==> config.mk <==
export PLATFORM = sky130hd
export DESIGN_NAME = line_keyword_scanner_top
export DESIGN_NICKNAME = d
export VERILOG_FILES = /design/src/rtl/lks_pkg.sv /design/src/rtl/line_keyword_scanner_top.sv
export SDC_FILE = /design/constraint.sdc
export NUM_CORES = 1
export LEC_CHECK = 0
export BUFFER_PORTS_ARGS = -buffer_cell sky130_fd_sc_hd__buf_2
export CAP_MARGIN = 10
export CORE_MARGIN = 4
export CORE_UTILIZATION = 40
export DETAILED_ROUTE_END_ITERATION = 10
export GPL_TIMING_DRIVEN = 0
export HOLD_SLACK_MARGIN = 0.08
export SYNTH_ARGS = -nofsm -noshare
export SYNTH_HDL_FRONTEND = slang
export SYNTH_SLANG_ARGS = --single-unit
==> constraint.sdc <==
create_clock -name clock -period 13.8 [get_ports clock]
set_clock_uncertainty 0.15 [all_clocks]
set_input_delay 0.69 -clock clock [delete_from_list [all_inputs] [get_ports clock]]
set_output_delay 0.69 -clock clock [all_outputs]
set_load 0.05 [all_outputs]
==> src/rtl/lks_pkg.sv <==
// ---------------------------------------------------------------------------
// lks_pkg
// Shared types, character codes and helpers for the line keyword scanner.
// ---------------------------------------------------------------------------
package lks_pkg;

   // Default configuration of the scanner
   localparam int KEYWORD_CHARS_DEF = 8;
   localparam int COUNT_BITS_DEF    = 32;

   // Character codes
   localparam logic [7:0] CHAR_NEWLINE = 8'h0A;
   localparam logic [7:0] CHAR_SLASH   = 8'h2F;
   localparam logic [7:0] CHAR_NUL     = 8'h00;
   localparam logic [7:0] CHAR_SPACE   = 8'h20;
   localparam logic [7:0] CHAR_TAB     = 8'h09;
   localparam logic [7:0] CHAR_CR      = 8'h0D;
   localparam logic [7:0] CHAR_UPPER_A = 8'h41;
   localparam logic [7:0] CHAR_UPPER_Z = 8'h5A;
   localparam logic [7:0] CHAR_DIGIT_0 = 8'h30;
   localparam logic [7:0] CHAR_DIGIT_9 = 8'h39;

   // Result kinds
   localparam logic KIND_KEYWORD = 1'b0;
   localparam logic KIND_SUMMARY = 1'b1;

   typedef struct packed {
      logic [7:0] data_byte;
      logic       end_of_stream;
   } req_payload_type;

   typedef struct packed {
      logic        result_kind;
      logic [63:0] keyword_text;
      logic [3:0]  keyword_length;
      logic [31:0] line_number;
      logic [31:0] keywords_found;
      logic        last_of_run;
   } rsp_payload_type;

   function automatic logic is_upper(input logic [7:0] c);
      return (c >= CHAR_UPPER_A) && (c <= CHAR_UPPER_Z);
   endfunction

   function automatic logic is_alnum(input logic [7:0] c);
      return is_upper(c) || ((c >= CHAR_DIGIT_0) && (c <= CHAR_DIGIT_9));
   endfunction

   // Whitespace (space, tab through CR) or NUL
   function automatic logic is_blank_nul(input logic [7:0] c);
      return (c == CHAR_SPACE) || (c == CHAR_NUL) || ((c >= CHAR_TAB) && (c <= CHAR_CR));
   endfunction

endpackage

==> src/rtl/line_keyword_scanner_top.sv <==
// ---------------------------------------------------------------------------
// line_keyword_scanner_top
// Byte-stream scanner that reports uppercase keywords at line starts and an
// end-of-stream summary with newline and keyword counts.
// ---------------------------------------------------------------------------
// The scanner takes one byte per cycle while req_ready is high. Each byte is
// handled in the cycle of its transfer: the phase update, the capture write
// and the keyword check are combinational logic feeding a three-entry result
// queue. req_ready is high while the queue holds at most one result, so with
// rsp_ready held high a byte is taken every cycle and a result appears in the
// cycle after the byte that caused it. An end-of-stream item may queue two
// results (a pending keyword, then the summary) and then stalls the input
// until the queue holds at most one result again. Both counters saturate at
// 2**COUNT_BITS - 1; the result fields carry their low 32 bits. After a
// summary the scanner is back in its reset state.
module line_keyword_scanner_top #(
   parameter int KEYWORD_CHARS = lks_pkg::KEYWORD_CHARS_DEF,
   parameter int COUNT_BITS    = lks_pkg::COUNT_BITS_DEF
) (
   input  logic                     clock,
   input  logic                     reset,
   input  logic                     req_valid,
   output logic                     req_ready,
   input  lks_pkg::req_payload_type req_payload,
   output logic                     rsp_valid,
   input  logic                     rsp_ready,
   output lks_pkg::rsp_payload_type rsp_payload
);
   import lks_pkg::*;

   localparam int PosW   = $clog2(KEYWORD_CHARS + 1);
   localparam int QDepth = 3;

   typedef enum logic [2:0] {
      PH_LINE_START = 3'b001,
      PH_CAPTURE    = 3'b010,
      PH_SKIP       = 3'b100
   } phase_type;

   // Scanner state
   phase_type              phase_ff, phase_in;
   logic [PosW-1:0]        pos_ff, pos_in;
   logic [7:0]             buf_ff [KEYWORD_CHARS];
   logic [7:0]             buf_in [KEYWORD_CHARS];
   logic [COUNT_BITS-1:0]  nl_ff, nl_in, nl_inc;
   logic [COUNT_BITS-1:0]  kw_ff, kw_in, kw_inc;

   // Result queue, head at entry 0
   rsp_payload_type        q_ff [QDepth];
   rsp_payload_type        q_in [QDepth];
   logic [1:0]             q_cnt_ff, q_cnt_in, q_base;

   logic                   accept, pop;
   logic [7:0]             cur_byte;
   logic                   judge_en, summary_en, kw_hit;
   logic [3:0]             run_len;
   logic                   run_done, tail_ok;
   logic [63:0]            kw_text;
   logic [1:0]             push_n;
   rsp_payload_type        kw_res, sum_res, res0;

   assign accept    = req_valid && req_ready;
   assign pop       = rsp_valid && rsp_ready;
   assign req_ready = (q_cnt_ff <= 2'd1);
   assign rsp_valid = (q_cnt_ff != 2'd0);
   assign rsp_payload = q_ff[0];
   assign cur_byte  = req_payload.data_byte;

   // Saturating increments
   assign nl_inc = (nl_ff == {COUNT_BITS{1'b1}}) ? nl_ff : nl_ff + 1'b1;
   assign kw_inc = (kw_ff == {COUNT_BITS{1'b1}}) ? kw_ff : kw_ff + 1'b1;

   // Phase update and capture write
   always_comb begin
      phase_in   = phase_ff;
      pos_in     = pos_ff;
      buf_in     = buf_ff;
      nl_in      = nl_ff;
      judge_en   = 1'b0;
      summary_en = 1'b0;
      if (accept) begin
         if (req_payload.end_of_stream) begin
            judge_en   = (phase_ff == PH_CAPTURE);
            summary_en = 1'b1;
            phase_in   = PH_LINE_START;
            pos_in     = '0;
            nl_in      = '0;
         end else begin
            unique case (phase_ff)
               PH_LINE_START: begin
                  if (cur_byte == CHAR_NEWLINE) begin
                     nl_in = nl_inc;
                  end else if (is_upper(cur_byte)) begin
                     for (int b = 0; b < KEYWORD_CHARS; b++) begin
                        buf_in[b] = (b == 0) ? cur_byte : CHAR_NUL;
                     end
                     pos_in   = PosW'(1);
                     phase_in = PH_CAPTURE;
                     if (KEYWORD_CHARS <= 1) begin
                        judge_en = 1'b1;
                        phase_in = PH_SKIP;
                     end
                  end else begin
                     phase_in = PH_SKIP;
                  end
               end
               PH_CAPTURE: begin
                  if (cur_byte == CHAR_NEWLINE) begin
                     judge_en = 1'b1;
                     nl_in    = nl_inc;
                     phase_in = PH_LINE_START;
                  end else if ((cur_byte == CHAR_SLASH) || (cur_byte == CHAR_NUL)) begin
                     judge_en = 1'b1;
                     phase_in = PH_SKIP;
                  end else begin
                     for (int b = 0; b < KEYWORD_CHARS; b++) begin
                        if (PosW'(b) == pos_ff) begin
                           buf_in[b] = cur_byte;
                        end
                     end
                     pos_in = pos_ff + 1'b1;
                     if (int'(pos_ff) + 1 >= KEYWORD_CHARS) begin
                        judge_en = 1'b1;
                        phase_in = PH_SKIP;
                     end
                  end
               end
               default: begin
                  // skipping the rest of a line
                  if (cur_byte == CHAR_NEWLINE) begin
                     nl_in    = nl_inc;
                     phase_in = PH_LINE_START;
                  end
               end
            endcase
         end
      end
   end

   // Keyword check on the updated capture
   always_comb begin
      run_len  = 4'(KEYWORD_CHARS);
      run_done = 1'b0;
      for (int b = 0; b < KEYWORD_CHARS; b++) begin
         if (!run_done && !is_alnum(buf_in[b])) begin
            run_len  = 4'(b);
            run_done = 1'b1;
         end
      end
      tail_ok = 1'b1;
      for (int b = 0; b < KEYWORD_CHARS; b++) begin
         if ((4'(b) >= run_len) && !is_blank_nul(buf_in[b])) begin
            tail_ok = 1'b0;
         end
      end
      kw_text = '0;
      for (int b = 0; b < KEYWORD_CHARS; b++) begin
         if (4'(b) < run_len) begin
            kw_text[8*b +: 8] = buf_in[b];
         end
      end
   end

   assign kw_hit = judge_en && tail_ok;
   assign kw_in  = summary_en ? '0 : (kw_hit ? kw_inc : kw_ff);

   // Results of this transfer
   always_comb begin
      kw_res.result_kind     = KIND_KEYWORD;
      kw_res.keyword_text    = kw_text;
      kw_res.keyword_length  = run_len;
      kw_res.line_number     = 32'(nl_ff);
      kw_res.keywords_found  = 32'(kw_inc);
      kw_res.last_of_run     = !summary_en;

      sum_res.result_kind    = KIND_SUMMARY;
      sum_res.keyword_text   = '0;
      sum_res.keyword_length = '0;
      sum_res.line_number    = 32'(nl_ff);
      sum_res.keywords_found = 32'(kw_hit ? kw_inc : kw_ff);
      sum_res.last_of_run    = 1'b1;

      res0   = kw_hit ? kw_res : sum_res;
      push_n = 2'(kw_hit) + 2'(summary_en);
   end

   // Result queue: shift on pop, append up to two entries
   always_comb begin
      q_in   = q_ff;
      q_base = q_cnt_ff;
      if (pop) begin
         for (int i = 0; i < QDepth - 1; i++) begin
            q_in[i] = q_ff[i+1];
         end
         q_base = q_cnt_ff - 2'd1;
      end
      for (int i = 0; i < QDepth; i++) begin
         if ((push_n != 2'd0) && (2'(i) == q_base)) begin
            q_in[i] = res0;
         end
         if ((push_n == 2'd2) && (2'(i) == q_base + 2'd1)) begin
            q_in[i] = sum_res;
         end
      end
      q_cnt_in = q_base + push_n;
   end

   // Control state
   always_ff @(posedge clock) begin
      if (reset) begin
         phase_ff <= PH_LINE_START;
         pos_ff   <= '0;
         nl_ff    <= '0;
         kw_ff    <= '0;
         q_cnt_ff <= '0;
      end else begin
         phase_ff <= phase_in;
         pos_ff   <= pos_in;
         nl_ff    <= nl_in;
         kw_ff    <= kw_in;
         q_cnt_ff <= q_cnt_in;
      end
   end

   // Payload storage
   always_ff @(posedge clock) begin
      buf_ff <= buf_in;
      q_ff   <= q_in;
   end

endmodule

# Word-level counts from Yosys, hierarchy flattened
# Index checks and enable logic that the tools add are counted.
# totals
ff_bits	539
out_inout_bits	136
mem_bits_ro	0
mem_bits_rw	0
latch_bits	0
n_memories	0
# op_classes
n_eq_ne	32
div_mod_pow	0
n_mux	82
multipliers	0
n_addsub	8
n_reduce_logical	122
n_lt_le_gt_ge	68
n_bitwise	0
n_shift	0
# op_table
cell	n
2-to-1 mux 134 bit	3
2-to-1 mux 64 bit	6
2-to-1 mux 268 bit	1
2-to-1 mux 65 bit	4
2-to-1 mux 32 bit	5
2-to-1 mux 8 bit	16
case mux 64 bit (2 select lines)	1
== test 8 x 6 -> 1 bit, second input constant	9
greater-or-equal comparator 8 x 7 -> 1 bit, second input constant	9
less-or-equal comparator 8 x 7 -> 1 bit, second input constant	9
logical NOT 8 bit	9
adder 32 x 1 -> 32 bit, second input constant	2
== test 32 bit, second input constant	2
greater-or-equal comparator 8 x 4 -> 1 bit, second input constant	8
greater-or-equal comparator 8 x 6 -> 1 bit, second input constant	8
less-or-equal comparator 8 x 4 -> 1 bit, second input constant	8
less-or-equal comparator 8 x 6 -> 1 bit, second input constant	8
2-to-1 mux 4 bit	13
logical AND 1 bit	49
logical OR 1 bit	25
2-to-1 mux 1 bit	23
logical NOT 1 bit	22
2-to-1 mux 3 bit	7
== test 3 x 4 -> 1 bit, first input constant	4
other kinds (37)	61

# Longest topological paths before layout
# logic_depth
depth_word	47
depth_mapped	28

# Worst setup path before layout
# OpenSTA, ideal clock, no wires.
# synth_path
kind	input-to-reg
from	input port req_payload[5] (netlist name)
to	register q_ff[10] (netlist name) (enable)
setup_slack_ns	5.694
path_stages	22
path_buffers	6
setup_time_ns	0.451
t_arrival_ns	7.506
required_time_ns	13.199
cell_sequence	clkbuf_1 -> nand2_1 -> a2bb2oi_2 -> and3_1 -> buf_2 -> nor2_4 -> mux2_4 -> or2_1 -> a211o_1 -> a2111oi_4 -> a21oi_1 -> or4_1 -> buf_2 -> clkbuf_1 -> nor3_1 -> inv_1 -> ha_1 -> o311ai_0 -> o21ai_0 -> inv_1 -> clkbuf_1 -> clkbuf_1
# synth_lines
element	line_no	rtl
start, declared	line_keyword_scanner_top.sv:24	input lks_pkg::req_payload_type req_payload,
end signal, assigned	line_keyword_scanner_top.sv:228	q_ff <= q_in;
end, declared	line_keyword_scanner_top.sv:49	rsp_payload_type q_ff [QDepth];

==> results.py <==
metrics = {
    "run_status": {
        "run_status": "complete, no violations",
    },
    "timing": {
        "max-slew-margin-rel_pct": 28.5,
        "finalSetupViolCount": 0,
        "finalHoldViolations": 0,
        "min_period_ps": 9890,
        "rsz0062_at_grt": "no",
        "max_clock_freq_mhz": 101,
        "worst_margin_slew_ps": 1070,
        "fin_ws_ps": 3910,
        "hold_slack_ps": 285,
        "fin_crit_sh_pct": 71.7,
        "setup_tns_ps": 0,
        "final_count_of_pins_violating_max_slew": 0,
    },
    "synth": {
        "unique_masters_post_synth": 96,
        "sequential_share_of_the_synthesized_area_pct": 49.8,
        "synthesis.yosys.warnings": 0,
        "synth_enable_flop_cells": 192,
        "yosys.area.top_type": "dfxtp_1",
        "synth_top_area_share_pct": 27.2,
        "ys_ff_latch": 539,
        "asyncSetResetFlopFracSynth_pct": 0,
        "yosysMostFrequentCell": "nand2_1",
        "netlist_top_cells_area": "dfxtp_1 27%, edfxtp_1 23%, nand2_1 10%",
        "synth.net_count": 2922,
        "ys.flop_type": "dfxtp_1",
        "post_synth_instance_area_mm2": 0.0255,
        "top_cell_types_by_occurrence_after_synthesis": "713 x nand2_1, 347 x dfxtp_1, 192 x edfxtp_1, 177 x o21ai_0, 164 x nor2_1",
        "syn-mean-instance-area_um2": 8.81,
        "post_synth_inst_count": 2897,
    },
    "power": {
        "worst_ir_drop_on_vdd_v": 0.000109,
        "p_comb_share_pct": 30.1,
        "clock_power_share_pct": 29.6,
        "p_total_mw": 5.17,
        "power-per-cell-area_mw_per_mm2": 177,
        "p_seq_share_pct": 40.3,
        "internal_power_mw": 3.30,
        "p_switching_mw": 1.87,
        "power.static_leakage_nw": 11.4,
        "power.share.switching_pct": 36.2,
    },
    "routing": {
        "first_iter_violations": 1964,
        "drt-vias-per-instance": 5.46,
        "wirelength_um": 79600,
        "vias": 21800,
        "drt_pre_antenna_iters": 8,
        "drt-wirelength-per-cell_um": 19.9,
        "residual_antenna_violating_net_count_after_detailed_routing": 0,
        "drc": 0,
        "route.met2.wl_um": 37800,
        "uppermost_signal_routing_layer_after_detailed_routing": "met4",
        "routedLengthMet1_um": 33700,
        "dr_wl_met3_um": 5180,
    },
    "worst_setup_path": {
        "path_max_fanout": 10,
        "timing.setup.critical_path_class": "flip-flop to flip-flop",
        "arrival_time_at_the_worst_endpoint_ps": 10080,
        "end_kind": "flip-flop",
        "timing.reg2reg.worst_path_depth": 25,
        "source_of_the_critical_timing_path": "q_cnt_ff[1]",
        "required_ps": 13990,
        "r2r_setup_slack_ps": 3910,
        "crit-reg2reg-launch": "q_cnt_ff[1]",
        "critical_path_launch_point_type": "flip-flop",
        "endpoint": "q_ff[163]",
        "r2r-end": "q_ff[163]",
    },
    "cts": {
        "cts.hold.buffers_added": 0,
        "numClockSinks": 539,
        "worst_skew_pair.late_latency_ps": 640,
        "clock_transition_time_at_the_flip_flop_clock_pins_of_the_worst_setup_and_hold_paths_ps": 60,
        "cts_resized": 0,
        "post_cts.repair.setup_buffers": 0,
        "ctsRootBufferMaster": "clkbuf_16",
        "maximum_clock_path_buffer_count": 3,
        "tritoncts": "yes",
        "maximum_level_of_the_cts_h_tree": 2,
        "cts_made_buffers": 57,
    },
    "die": {
        "design.core.area_mm2": 0.0631,
        "design.portCount": 149,
        "fp-row-count": 92,
        "die_area_mm2": 0.0679,
        "initial_utilization_pct": 40.5,
        "die_height_um": 261,
        "floorplan.die.width_um": 261,
    },
    "grt": {
        "pin_count_of_the_biggest_net_entering_global_routing": 65,
        "antenna_violations_before_repair": 3,
        "grt_first_pass_wirelength_um": 122000,
        "globalRouteOverflowTotal": 0,
        "first_global_vias": 21200,
        "grt_usage_pct": 22.8,
    },
    "placement": {
        "place_hpwl_um": 58200,
        "dpl_worst_slack_ps": 4070,
        "routabilityCongestion": 0.925,
        "place.port_buffers": 145,
    },
    "layout": {
        "fin_nets": 3129,
        "antenna_cells": 0,
        "drive_gt1_share_pct": 15.0,
        "layout-area-overhead-vs-synth_pct": 14.7,
    },
    "run": {
        "drv_cap": 0,
    },
    "worst_hold_path": {
        "min_from": "q_ff[100]",
        "min-delay-path-class": "flip-flop to flip-flop",
        "whs_path_depth": 2,
    },
}
-- cell usage in the layout, fill, tap and decap left out, types with 69 or more instances in the layout --
cell type / Yosys / final
buf_2: 24 / 169
edfxtp_1: 192 / 192
clkbuf_1: 150 / 160
mux2i_1: 88 / 88
buf_4: 135 / 135
nand3_1: 69 / 69
nor2_1: 164 / 164
dfxtp_1: 347 / 347
a21oi_1: 113 / 113
nand2_1: 713 / 711
o21ai_0: 177 / 177
-- worst min-delay path by stage --
stage	endpoint	slack [ps]
floorplan	q_ff[68]	270
global placement	q_ff[68]	280
detailed placement	q_ff[130]	290
CTS	q_ff[234]	300
global route	rsp_payload[124]	300
finish	q_ff[234]	290
-- cell type report --
type / count / area, um^2
fill: 6287 / 33800
sequential: 539 / 12700
multi-input combinational: 1973 / 10800
buffer: 318 / 1750
clock buffer: 85 / 1700
tap: 846 / 1060
timing repair buffer: 148 / 786
inverter: 67 / 251
clock inverter: 21 / 179
-- power by group through the flow --
stage | clock network [mW] | registers [mW] | logic (mW)
floorplan | 0 | 2.10 | 1.10
global placement | 0 | 2.13 | 1.52
detailed placement | 0 | 2.12 | 1.56
CTS | 1.55 | 2.08 | 1.56
global route | 1.62 | 2.11 | 1.68
finish | 1.53 | 2.08 | 1.56
-- critical path, stage by stage (launching register included) --
cell       delay, ps
dfxtp_1          420
inv_1             90
ha_1             180
nor2b_1          710
nor2_1           380
nand3_1          440
buf_2            360
buf_2            330
o221ai_1         230
and2_1           220
a211oi_1         250
o211ai_1         200
a2111oi_0        760
a21oi_1          120
or4_1            620
buf_2            230
clkbuf_1         280
nor3_1           550
inv_1            100
ha_1             270
nor2_1           360
inv_1            150
nand2_1          390
clkbuf_1         720
clkbuf_1         840
a31oi_1          200
-- metal layers --
metal,track usage [%],vias up
met2,38.4,780
met4,8.41,0
met3,3.17,160
met5,0,-
li1,-,10500
met1,30.1,10400
-- flip-flops by register name, indices dropped and copies added, names as in the netlist --
register	flops
nl_ff	32
q_cnt_ff	2
buf_ff	64
phase_ff	3
rsp_payload	134
kw_ff	32
q_ff	268
pos_ff	4
-- cell families (layout without fill, tap and decap cells) --
family                   Yosys count  after routing  share of synthesized area, %
adder cells (fa/ha/maj)           12             12                         0.588
XOR/XNOR                          33             33                          1.13
multiplexers                      99             99                          3.97
AND/OR/NAND/NOR                 1229           1229                          21.7
AO/OA/AOI/OAI                    600            600                          15.0
flip-flops                       539            539                          49.8
buffers and inverters            385            639                          7.82
-- stage by stage --
stage	cell area, um^2	cells	utilization, %
2_1_floorplan	25500	2897	-
3_3_place_gp	27300	3888	43.3
3_5_place_dp	27400	3890	43.4
4_1_cts	29300	3996	46.4
5_1_grt	29300	3997	46.4
6_report	29300	3997	46.4
Power figures use the tool's default switching activity.
